### src/cst_pkg.sv
// ----------------------------------------------------------------------------
// cst_pkg
// Shared types, register indexes and the BCD split for the clock/stopwatch/
// countdown timer.
// ----------------------------------------------------------------------------
package cst_pkg;

  typedef enum logic [1:0] {
    MODE_CLOCK = 2'd0,
    MODE_SW    = 2'd1,
    MODE_CD    = 2'd2
  } mode_t;

  localparam int unsigned CFG_ADDR_W = 2;
  localparam int unsigned CFG_DATA_W = 7;

  localparam logic [CFG_ADDR_W-1:0] REG_PRESET_HOURS   = 2'd0;
  localparam logic [CFG_ADDR_W-1:0] REG_PRESET_MINUTES = 2'd1;
  localparam logic [CFG_ADDR_W-1:0] REG_PRESET_SECONDS = 2'd2;

  localparam int unsigned IN_DATA_W  = 8;
  localparam int unsigned OUT_DATA_W = 24;
  localparam int unsigned OUT_USER_W = 2;

  localparam logic [6:0] HOURS_SW_MAX = 7'd99;
  localparam logic [4:0] HOURS_CLK_MAX = 5'd23;
  localparam logic [5:0] MIN_SEC_MAX  = 6'd59;

  typedef struct packed {
    logic tick;
    logic btn_clock;
    logic btn_stopwatch;
    logic btn_timer;
  } item_t;

  typedef struct packed {
    logic [3:0] hour_tens;
    logic [3:0] hour_ones;
    logic [2:0] minute_tens;
    logic [3:0] minute_ones;
    logic [2:0] second_tens;
    logic [3:0] second_ones;
    mode_t      shown_mode;
  } result_t;

  // Split 0..99 into tens and ones: multiply by 205/2048 for the tens.
  function automatic logic [7:0] to_bcd(input logic [6:0] v);
    logic [14:0] prod;
    logic [3:0]  q;
    logic [6:0]  r;
    prod = 15'(v) * 15'd205;
    q    = prod[14:11];
    r    = v - 7'(7'(q) * 7'd10);
    return {q, r[3:0]};
  endfunction

endpackage

### src/cst_core.sv
// ----------------------------------------------------------------------------
// cst_core
// Time-keeping state, preset registers and the single-pass update that turns
// one item into the next state and the shown digits.
// ----------------------------------------------------------------------------
module cst_core (
  input  logic                           clk,
  input  logic                           rst_n,
  input  logic                           cfg_we,
  input  logic [cst_pkg::CFG_ADDR_W-1:0] cfg_addr,
  input  logic [cst_pkg::CFG_DATA_W-1:0] cfg_wdata,
  input  logic                           step_i,
  input  cst_pkg::item_t                 item_i,
  output cst_pkg::result_t               res_o
);
  import cst_pkg::*;

  logic [6:0] preset_h_r;
  logic [5:0] preset_m_r;
  logic [5:0] preset_s_r;

  logic [4:0] clk_h_r, clk_h_nxt;
  logic [5:0] clk_m_r, clk_m_nxt;
  logic [5:0] clk_s_r, clk_s_nxt;
  logic [6:0] sw_h_r, sw_h_nxt;
  logic [5:0] sw_m_r, sw_m_nxt;
  logic [5:0] sw_s_r, sw_s_nxt;
  logic [6:0] cd_h_r, cd_h_nxt;
  logic [5:0] cd_m_r, cd_m_nxt;
  logic [5:0] cd_s_r, cd_s_nxt;
  mode_t      mode_r, mode_nxt;
  logic [2:0] held_r;

  logic [2:0] lv;
  logic [2:0] rise;
  logic       cd_zero;
  logic [6:0] show_h;
  logic [5:0] show_m;
  logic [5:0] show_s;
  logic [7:0] bcd_h;
  logic [7:0] bcd_m;
  logic [7:0] bcd_s;

  always_ff @(posedge clk) begin
    if (!rst_n) begin
      preset_h_r <= 7'd0;
      preset_m_r <= 6'd0;
      preset_s_r <= 6'd30;
    end else if (cfg_we) begin
      unique case (cfg_addr)
        REG_PRESET_HOURS:   preset_h_r <= cfg_wdata;
        REG_PRESET_MINUTES: preset_m_r <= cfg_wdata[5:0];
        REG_PRESET_SECONDS: preset_s_r <= cfg_wdata[5:0];
        default: ;
      endcase
    end
  end

  assign lv      = {item_i.btn_timer, item_i.btn_stopwatch, item_i.btn_clock};
  assign rise    = lv & ~held_r;
  assign cd_zero = (cd_h_r == 7'd0) && (cd_m_r == 6'd0) && (cd_s_r == 6'd0);

  always_comb begin
    clk_h_nxt = clk_h_r;
    clk_m_nxt = clk_m_r;
    clk_s_nxt = clk_s_r;
    sw_h_nxt  = sw_h_r;
    sw_m_nxt  = sw_m_r;
    sw_s_nxt  = sw_s_r;
    cd_h_nxt  = cd_h_r;
    cd_m_nxt  = cd_m_r;
    cd_s_nxt  = cd_s_r;
    mode_nxt  = mode_r;

    if (rise[0]) begin
      mode_nxt = MODE_CLOCK;
      sw_h_nxt = 7'd0;
      sw_m_nxt = 6'd0;
      sw_s_nxt = 6'd0;
      cd_h_nxt = (preset_h_r > HOURS_SW_MAX) ? HOURS_SW_MAX : preset_h_r;
      cd_m_nxt = (preset_m_r > MIN_SEC_MAX) ? MIN_SEC_MAX : preset_m_r;
      cd_s_nxt = (preset_s_r > MIN_SEC_MAX) ? MIN_SEC_MAX : preset_s_r;
    end
    if (rise[1]) mode_nxt = MODE_SW;
    if (rise[2]) mode_nxt = MODE_CD;

    if (item_i.tick) begin
      if (clk_s_r != MIN_SEC_MAX) begin
        clk_s_nxt = clk_s_r + 6'd1;
      end else begin
        clk_s_nxt = 6'd0;
        if (clk_m_r != MIN_SEC_MAX) begin
          clk_m_nxt = clk_m_r + 6'd1;
        end else begin
          clk_m_nxt = 6'd0;
          clk_h_nxt = (clk_h_r >= HOURS_CLK_MAX) ? 5'd0 : clk_h_r + 5'd1;
        end
      end

      case (mode_nxt)
        MODE_SW: begin
          if (sw_s_nxt != MIN_SEC_MAX) begin
            sw_s_nxt = sw_s_nxt + 6'd1;
          end else begin
            sw_s_nxt = 6'd0;
            if (sw_m_nxt != MIN_SEC_MAX) begin
              sw_m_nxt = sw_m_nxt + 6'd1;
            end else begin
              sw_m_nxt = 6'd0;
              sw_h_nxt = (sw_h_nxt >= HOURS_SW_MAX) ? 7'd0 : sw_h_nxt + 7'd1;
            end
          end
        end
        MODE_CD: begin
          if (cd_h_nxt != 7'd0 || cd_m_nxt != 6'd0 || cd_s_nxt != 6'd0) begin
            if (cd_s_nxt != 6'd0) begin
              cd_s_nxt = cd_s_nxt - 6'd1;
            end else begin
              cd_s_nxt = MIN_SEC_MAX;
              if (cd_m_nxt != 6'd0) begin
                cd_m_nxt = cd_m_nxt - 6'd1;
              end else begin
                cd_m_nxt = MIN_SEC_MAX;
                cd_h_nxt = cd_h_nxt - 7'd1;
              end
            end
          end
        end
        default: ;
      endcase
    end
  end

  always_comb begin
    case (mode_nxt)
      MODE_SW: begin
        show_h = sw_h_nxt;
        show_m = sw_m_nxt;
        show_s = sw_s_nxt;
      end
      MODE_CD: begin
        show_h = cd_h_nxt;
        show_m = cd_m_nxt;
        show_s = cd_s_nxt;
      end
      default: begin
        show_h = 7'(clk_h_nxt);
        show_m = clk_m_nxt;
        show_s = clk_s_nxt;
      end
    endcase
  end

  assign bcd_h = to_bcd(show_h);
  assign bcd_m = to_bcd(7'(show_m));
  assign bcd_s = to_bcd(7'(show_s));

  assign res_o.hour_tens   = bcd_h[7:4];
  assign res_o.hour_ones   = bcd_h[3:0];
  assign res_o.minute_tens = bcd_m[6:4];
  assign res_o.minute_ones = bcd_m[3:0];
  assign res_o.second_tens = bcd_s[6:4];
  assign res_o.second_ones = bcd_s[3:0];
  assign res_o.shown_mode  = mode_nxt;

  always_ff @(posedge clk) begin
    if (!rst_n) begin
      clk_h_r <= 5'd12;
      clk_m_r <= 6'd0;
      clk_s_r <= 6'd0;
      sw_h_r  <= 7'd0;
      sw_m_r  <= 6'd0;
      sw_s_r  <= 6'd0;
      cd_h_r  <= 7'd0;
      cd_m_r  <= 6'd0;
      cd_s_r  <= 6'd30;
      mode_r  <= MODE_CLOCK;
      held_r  <= 3'd0;
    end else if (step_i) begin
      clk_h_r <= clk_h_nxt;
      clk_m_r <= clk_m_nxt;
      clk_s_r <= clk_s_nxt;
      sw_h_r  <= sw_h_nxt;
      sw_m_r  <= sw_m_nxt;
      sw_s_r  <= sw_s_nxt;
      cd_h_r  <= cd_h_nxt;
      cd_m_r  <= cd_m_nxt;
      cd_s_r  <= cd_s_nxt;
      mode_r  <= mode_nxt;
      held_r  <= lv;
    end
  end

  a_clk_range: assert property (@(posedge clk) disable iff (!rst_n)
    clk_h_r <= HOURS_CLK_MAX && clk_m_r <= MIN_SEC_MAX && clk_s_r <= MIN_SEC_MAX)
    else $error("clock time out of range");

  a_cd_hold_zero: assert property (@(posedge clk) disable iff (!rst_n)
    step_i && cd_zero && !rise[0] |=> cd_zero)
    else $error("countdown left zero without reload");

  a_idle_stable: assert property (@(posedge clk) disable iff (!rst_n)
    !step_i |=> $stable(clk_s_r) && $stable(mode_r) && $stable(held_r))
    else $error("state moved without a step");

  a_held_buttons: assert property (@(posedge clk) disable iff (!rst_n)
    step_i && rise == 3'd0 |=> mode_r == $past(mode_r))
    else $error("mode changed without a button press");

endmodule

### src/clock_stopwatch_timer_top.sv
// ----------------------------------------------------------------------------
// clock_stopwatch_timer_top
// 24-hour clock, stopwatch and countdown timer with a six-digit BCD result.
// ----------------------------------------------------------------------------
// Takes one transfer per clock cycle when the output side is not stalled and
// returns one result for each via the input and result registers. The input
// register feeds a single pass of update logic that writes the time-keeping
// state and the result register in the same cycle; a stall on the output holds
// both registers, and the input side keeps taking transfers while the input
// register is empty or moving.
module clock_stopwatch_timer_top (
  input  logic                           clk,
  input  logic                           rst_n,
  input  logic                           in_tvalid,
  output logic                           in_tready,
  // [0] tick, [1] btn_clock, [2] btn_stopwatch, [3] btn_timer, [7:4] zero
  input  logic [cst_pkg::IN_DATA_W-1:0]  in_tdata,
  output logic                           out_tvalid,
  input  logic                           out_tready,
  // [3:0] hour_tens, [7:4] hour_ones, [10:8] minute_tens, [14:11] minute_ones,
  // [17:15] second_tens, [21:18] second_ones, [23:22] zero
  output logic [cst_pkg::OUT_DATA_W-1:0] out_tdata,
  // [1:0] shown_mode
  output logic [cst_pkg::OUT_USER_W-1:0] out_tuser,
  input  logic                           cfg_we,
  input  logic [cst_pkg::CFG_ADDR_W-1:0] cfg_addr,
  input  logic [cst_pkg::CFG_DATA_W-1:0] cfg_wdata
);
  import cst_pkg::*;

  logic    s1_valid_r;
  item_t   s1_item_r;
  logic    out_valid_r;
  result_t out_res_r;
  result_t res;
  logic    out_free;
  logic    step;

  assign out_free  = !out_valid_r || out_tready;
  assign step      = s1_valid_r && out_free;
  assign in_tready = !s1_valid_r || out_free;

  always_ff @(posedge clk) begin
    if (!rst_n) begin
      s1_valid_r  <= 1'b0;
      out_valid_r <= 1'b0;
    end else begin
      if (in_tready) s1_valid_r <= in_tvalid;
      if (out_free) out_valid_r <= s1_valid_r;
    end
  end

  always_ff @(posedge clk) begin
    if (in_tready && in_tvalid) begin
      s1_item_r.tick          <= in_tdata[0];
      s1_item_r.btn_clock     <= in_tdata[1];
      s1_item_r.btn_stopwatch <= in_tdata[2];
      s1_item_r.btn_timer     <= in_tdata[3];
    end
    if (step) out_res_r <= res;
  end

  cst_core u_core (
    .clk       (clk),
    .rst_n     (rst_n),
    .cfg_we    (cfg_we),
    .cfg_addr  (cfg_addr),
    .cfg_wdata (cfg_wdata),
    .step_i    (step),
    .item_i    (s1_item_r),
    .res_o     (res)
  );

  assign out_tvalid = out_valid_r;
  assign out_tdata  = {2'b00, out_res_r.second_ones, out_res_r.second_tens,
                       out_res_r.minute_ones, out_res_r.minute_tens,
                       out_res_r.hour_ones, out_res_r.hour_tens};
  assign out_tuser  = out_res_r.shown_mode;

endmodule
### config.mk
export PLATFORM = sky130hd
export DESIGN_NAME = clock_stopwatch_timer_top
export DESIGN_NICKNAME = d
export VERILOG_FILES = /design/src/cst_pkg.sv /design/src/cst_core.sv /design/src/clock_stopwatch_timer_top.sv
export SDC_FILE = /design/constraint.sdc
export NUM_CORES = 1
export LEC_CHECK = 0
export BUFFER_PORTS_ARGS = -buffer_cell sky130_fd_sc_hd__buf_2
export CAP_MARGIN = 15
export CORE_ASPECT_RATIO = 1.2
export CORE_MARGIN = 2
export CORE_UTILIZATION = 30
export DETAILED_ROUTE_END_ITERATION = 16
export HOLD_SLACK_MARGIN = 0.1
export SLEW_MARGIN = 15
export SYNTH_ARGS = -nofsm -noshare
export SYNTH_HDL_FRONTEND = slang
export SYNTH_SLANG_ARGS = --single-unit
### constraint.sdc
create_clock -name clk -period 7.3 [get_ports clk]
set_clock_uncertainty 0.05 [all_clocks]
set_input_delay 0.73 -clock clk [delete_from_list [all_inputs] [get_ports clk]]
set_output_delay 0.73 -clock clk [all_outputs]
set_load 0.03 [all_outputs]
==> metrics.txt, run 1 <==
Routed WL ~21 mm; vias per cell around 5; H-tree depth 3; Post-Route Utilization about a third; Final setup viols 0; ys async rst share 0%; I/O pin total 50; Ant. Diodes 0; worst reg2reg path depth 30; Die Y 190.7 um; fin cells between 1000 and 1500; CP max stage cell fa_1; unique cell type count in the Yosys netlist just over 70; CTS buffer count 9; DRT antenna net count 0; biggest cell delay along the critical path between 0.4 and 0.5 ns; worst-path maximum fanout 7; WS Path Type register to register; Synth Register Bits 109; dpl hpwl 15.97 mm; endpoints failing hold 0; GRT overflow 0; R2R Setup Slk between 0.4 and 0.5 ns; most common library cells after synthesis nand2_1 (109), ha_1 (91), dfxtp_1 (81); YS warnings 0; share of cells above drive strength 1 between 10% and 20%; peak supply drop between 100 and 150 uV; initial drt markers 383; DRC 0; cell count after placement 1421; IO Port Bufs 43; worst-margin pin slew 0.8098 ns; post-synthesis cell area about 0.0087 mm^2; root buf cell clkbuf_16; TritonRoute pass-1 iters 5; Tcrit/Tclk final between 90 and 100%; most frequent cell after synthesis nand2_1; Final Max Slew Viols 0; register area share after synthesis around 28%; beginning of the worst hold path u_core.sw_m_r[1]$_SDFFE_PN0P_; Routed WL per cell 14.82 um; post-synth top area cell dfxtp_1; CTS tree done; crit path launch type register; largest net degree at the start of global routing 82; top post-synthesis cells by area dfxtp_1 (19%), ha_1 (13%), edfxtp_1 (9.6%); Die ar. between 0.03 and 0.04 mm^2; Hold-fix buffers, CTS 0; Final nets between 1000 and 1500; initial core utilization 30.39%; GPL Wtd Cong about 0.84; routed via count 7398; Reg clk slew, reported paths about 0.09 ns; Power, Total 2073 uW; Main synth FF type dfxtp_1; Hold Crit Class register to register; Worst Hold Path Cells 2; Setup crit end kind register; worst flop-to-flop path endpoint out_tdata[21]$_DFFE_PP_; Min-Delay Endpoint u_core.sw_m_r[1]$_SDFFE_PN0P_; Synth top area share between 10% and 20%; vias in the first global route 7147; CP required around 7.4 ns; area grow syn2layout 15.59%; Pwr per Cell Area just over 200 mW/mm^2; Leak Pwr about 0.0044 uW; clk sinks 109; Clk Latency, worst-skew pair 0.37 ns; Row Count 68; EDFF count, synth 28; Max Clk Rate 145.6 MHz; min Tclk post-route ~6.9 ns; max-cap viol count 0; die span in x ~160 um; syn avg cell area ~8.7 um^2; gr usage total approximately 14%; Syn Inst Count between 1000 and 1500; Slew headroom a little under half; R2R Path Start u_core.held_r[0]$_SDFFE_PN0P_; core box area around 0.029 mm^2; Clock Path Buffers 2; first-pass GRT wire length 36.09 mm; Arr. time, crit path slightly below 7 ns; outcome finished, final reports clean; initial antenna violation count 0
==> power by group <==
part | internal, uW | switching, uW | total (uW)
Clock | 244 | 262 | 506
Combinational | 364 | 498 | 862
Sequential | 685 | 20.5 | 705
==> sequential cells by signal, indices dropped and copies added (netlist names), 4 cells and up <==
signal,flops
u_core.clk_m_r,6
u_core.cd_h_r,7
u_core.cd_m_r,6
u_core.cd_s_r,6
u_core.preset_s_r,6
u_core.sw_h_r,7
u_core.sw_s_r,6
u_core.clk_h_r,5
s1_item_r,4
u_core.clk_s_r,6
u_core.preset_h_r,7
out_tdata,22
u_core.sw_m_r,6
u_core.preset_m_r,6
==> timing repair <==
action	in CTS	in global routing
resized for setup	4	42
buffers inserted	0	7
pin swaps	0	7
setup endpoints to repair	2	6
==> stage by stage <==
| stage | hold WS, ns | worst slack [ns] | area, um^2 | TNS, ns |
|---|---|---|---|---|
| finish | 0.4114 | 0.4308 | 10070 | 0 |
| global route | 0.4525 | -0.03725 | 10070 | -0.06192 |
| CTS | 0.4159 | 0.004687 | 9841 | 0 |
| detailed placement | 0.4041 | 0.01014 | 9513 | 0 |
| global placement | 0.4002 | 0.06034 | 9513 | 0 |
| floorplan | 0.3888 | -0.006927 | 8747 | -0.006927 |
==> layout by cell type, fill, tap and decap left out, types with 7 or more instances in the layout <==
| cell | n |
|---|---|
| nand2_1 | 106 |
| ha_1 | 88 |
| dfxtp_1 | 81 |
| inv_1 | 68 |
| nor2_1 | 56 |
| o21ai_0 | 44 |
| buf_2 | 43 |
| a21oi_1 | 41 |
| buf_4 | 41 |
| nor2b_1 | 33 |
| mux2i_1 | 33 |
| nand3_1 | 31 |
| a21boi_0 | 28 |
| edfxtp_1 | 28 |
| xnor2_1 | 24 |
| fa_1 | 23 |
| and2_1 | 18 |
| nor3_1 | 18 |
| nand4_1 | 13 |
| xor2_1 | 12 |
| nor3b_1 | 12 |
| a21o_1 | 11 |
| and3_1 | 9 |
| a31oi_1 | 9 |
| clkbuf_16 | 9 |
| or3_1 | 8 |
| nor4_1 | 7 |
| o211a_1 | 7 |
==> kinds of logic after synthesis <==
| family | share of synthesized area (%) |
|---|---|
| compound gates | 17.58 |
| xor+xnor | 4.265 |
| fa+ha+maj | 18.35 |
| buf+inv | 5.227 |
| flops | 28.26 |
| mux | 5.069 |
| other cells | 0.04304 |
| simple gates | 21.21 |
==> final cells by class <==
class	instances	area, um^2
clock buffers	9	225.2
clock inverters	7	77.57
fillers	2976	18600
inverters	69	259.0
multi-input cells	780	6032
flip-flops and latches	109	2462
well taps	385	481.7
repair buffers	85	534.3
==> how the worst max path moves through the flow <==
stage | startpoint | endpoint | slack (ns)
3_3_place_gp | s1_item_r[2]$_DFFE_PP_ | out_tdata[14]$_DFFE_PP_ | 0.06
3_5_place_dp | s1_item_r[2]$_DFFE_PP_ | out_tdata[7]$_DFFE_PP_ | 0.01
2_1_floorplan | s1_item_r[2]$_DFFE_PP_ | out_tdata[7]$_DFFE_PP_ | -0.007
6_report | u_core.held_r[0]$_SDFFE_PN0P_ | out_tdata[21]$_DFFE_PP_ | 0.43
4_1_cts | s1_item_r[2]$_DFFE_PP_ | out_tdata[21]$_DFFE_PP_ | 0.005
5_1_grt | u_core.held_r[0]$_SDFFE_PN0P_ | out_tdata[21]$_DFFE_PP_ | -0.04
==> critical path: cells and delay by family (launching register included) <==
family | cells | cell delay, ns
multiplexers | 1 | 0.30
flip-flops | 1 | 0.35
AND/OR/NAND/NOR | 5 | 0.51
XOR/XNOR | 5 | 0.82
buffers and inverters | 4 | 0.76
adder cells (fa/ha/maj) | 7 | 2.39
AO/OA/AOI/OAI | 8 | 1.43
==> metal layers <==
metal | global-route usage [%] | up-vias | wire length (um) | share of wire, %
met3 | 2.523 | 24 | 800 | 3.7
met4 | 3.951 | 0 | 383 | 1.8
li1 | - | 3705 | - | -
met5 | 0 | - | 0 | 0
met1 | 18.15 | 3516 | 9733 | 45
met2 | 25.47 | 153 | 10480 | 49
No activity file was read; power rests on OpenSTA's default activity.
==> run 2: changes to the inputs <==
- CTS_BUF_LIST: unset -> sky130_fd_sc_hd__clkbuf_4 sky130_fd_sc_hd__clkbuf_8
==> run 2 against run 1 <==
Total power decreased by 5.9%. Cell count unchanged. Utilization decreased by 0.32 points. Worst hold slack improved by 0.0057 ns. Sequential power about the same. Critical endpoint is now out_tdata[14]$_DFFE_PP_. Largest cell class unchanged. Largest power group unchanged.
==> metrics.txt, run 2 (synthesis gave the netlist of run 1 again) <==
Tcrit/Tclk final 94.46% (+0.36 points); Place WS 0.01014 ns (unchanged); crit path launch type register; root buf cell clkbuf_8; M2 GR Usage 25.72% (+0.25 points); commonest cells after routing, fill and taps aside nand2_1 (106), ha_1 (88), dfxtp_1 (81); endpoints failing hold 0 (unchanged); worst-path maximum fanout 5 (-2); Largest register FFs 22 (unchanged); initial core utilization 30.39% (unchanged); Clk Latency, worst-skew pair 0.41 ns (+0.04 ns); H-tree depth 3 (unchanged); Arr. time, crit path 7.00 ns (+0.06 ns); CP max stage cell fa_1; GPL Wtd Cong 0.8390 (unchanged); gr usage total 14.45% (about the same); Most Crowded Layer GR met2; die span in x 159.6 um (unchanged); routed via count 7361 (-0.50%); min Tclk post-route 6.895 ns (+0.02618 ns); Reg clk slew, reported paths 0.13 ns (+0.04 ns); Slew headroom 43.21% (-2.7 points); Pwr per Cell Area 195.4 mW/mm^2 (-5.0%); initial drt markers 421 (+9.9%); I/O pin total 50 (unchanged); GRT overflow 0 (unchanged); Final setup viols 0 (unchanged); Ant. Diodes 0 (unchanged); Setup TNS 0 ns (unchanged); met3 usage 2.131% (-0.39 points); CP required 7.40 ns (+0.03 ns); Max Clk Rate 145.0 MHz (-0.38%); dpl hpwl 15.97 mm (unchanged); worst-margin pin slew 0.8408 ns (+0.03099 ns); met1 Resource Use GR 18.11% (-0.040 points); WS Path Type register to register; share of cells above drive strength 1 15.68% (unchanged); area grow syn2layout 14.53%; Clock Path Buffers 2 (unchanged); CTS tree done; max-cap viol count 0 (unchanged); vias per cell 5.098 (-0.50%); peak supply drop 94.45 uV (-29%); DRC 0 (unchanged); core box area 0.02867 mm^2 (unchanged); CTS buffer count 9 (unchanged); Routed WL 21.31 mm (-0.41%); Row Count 68 (unchanged); initial antenna violation count 0 (unchanged); DRT antenna net count 0 (unchanged); Routed WL per cell 14.76 um (-0.41%); Die ar. 0.03043 mm^2 (unchanged); IO Port Bufs 43 (unchanged); vias in the first global route 7113 (-0.48%); outcome finished, final reports clean; final setup margin 0.4046 ns (-0.02618 ns); Hold Crit Class register to register; Die Y 190.7 um (unchanged); Crit path top cell by count xnor2_1; Leak Pwr 0.004330 uW (-1.0%); Final nets 1190 (unchanged); largest net degree at the start of global routing 82 (unchanged); commonest non-fill, non-tap cell in the layout nand2_1; clk sinks 109 (unchanged); Final Max Slew Viols 0 (unchanged); first-pass GRT wire length 36.09 mm (unchanged); Setup crit end kind register; biggest cell delay along the critical path 0.50 ns (+0.03 ns); TritonRoute pass-1 iters 5 (unchanged)
==> run 2: cell counts in the layout (fill, tap and decap cells not counted) <==
Identical to the previous run, type by type.
==> run 2: layout make-up <==
class                   count  area [um^2]
clock buffers               9        123.9
well taps                 385        481.7
inverters                  69        259.0
fillers                  2994        18690
clock inverters             7        77.57
flip-flops and latches    109         2462
repair buffers             85        534.3
multi-input cells         780         6041
==> run 2: worst paths after layout <==
check	from	to	slack, ns	depth (start not counted)
max	s1_item_r[2]$_DFFE_PP_	out_tdata[14]$_DFFE_PP_	0.40	28
min	u_core.sw_m_r[1]$_SDFFE_PN0P_	u_core.sw_m_r[1]$_SDFFE_PN0P_	0.42	2
max reg2reg	s1_item_r[2]$_DFFE_PP_	out_tdata[14]$_DFFE_PP_	0.40	28
min reg2reg	u_core.sw_m_r[1]$_SDFFE_PN0P_	u_core.sw_m_r[1]$_SDFFE_PN0P_	0.42	2
==> run 2: through the flow <==
| stage | power [uW] | cells | area (um^2) | hold WS, ns | utilization, % |
|---|---|---|---|---|---|
| floorplan | 1333 | 1006 | 8747 | 0.3888 | - |
| global placement | 1528 | 1421 | 9513 | 0.4002 | 33.18 |
| detailed placement | 1549 | 1421 | 9513 | 0.4041 | 33.18 |
| CTS | 1948 | 1437 | 9744 | 0.3987 | 33.99 |
| global route | 2131 | 1444 | 9980 | 0.3946 | 34.81 |
| finish | 1950 | 1444 | 9980 | 0.4171 | 34.81 |
==> run 2: power by group <==
group | internal, uW | switching [uW] | total [uW]
clock | 136 | 247 | 383
combinational | 364 | 498 | 862
sequential | 685 | 20.4 | 706
total | 1190 | 765 | 1950
==> run 2: critical path: cells and delay by family (launching register included) <==
kind            cells  cell delay (ns)
flops               1             0.44
buf+inv             2             0.33
xor+xnor            5             0.78
simple gates        6             1.04
fa+ha+maj           6             2.14
compound gates      9             1.83
==> run 2: metal layers <==
metal  vias up  wire length, um  part of all wire, %
met2       132            10560                   50
li1       3697                -                    -
met4         0              327                  1.5
met1      3514             9706                   46
met5         -                0                    0
met3        18              720                  3.4
==> run 2: timing repair <==
item | in CTS | in global routing
setup buffers | 0 | 7
setup endpoints to repair | 3 | 6
hold buffers | 0 | 0
pin swaps | 0 | 7
endpoints found under the hold margin | 0 | 0
gates resized for setup | 5 | 42
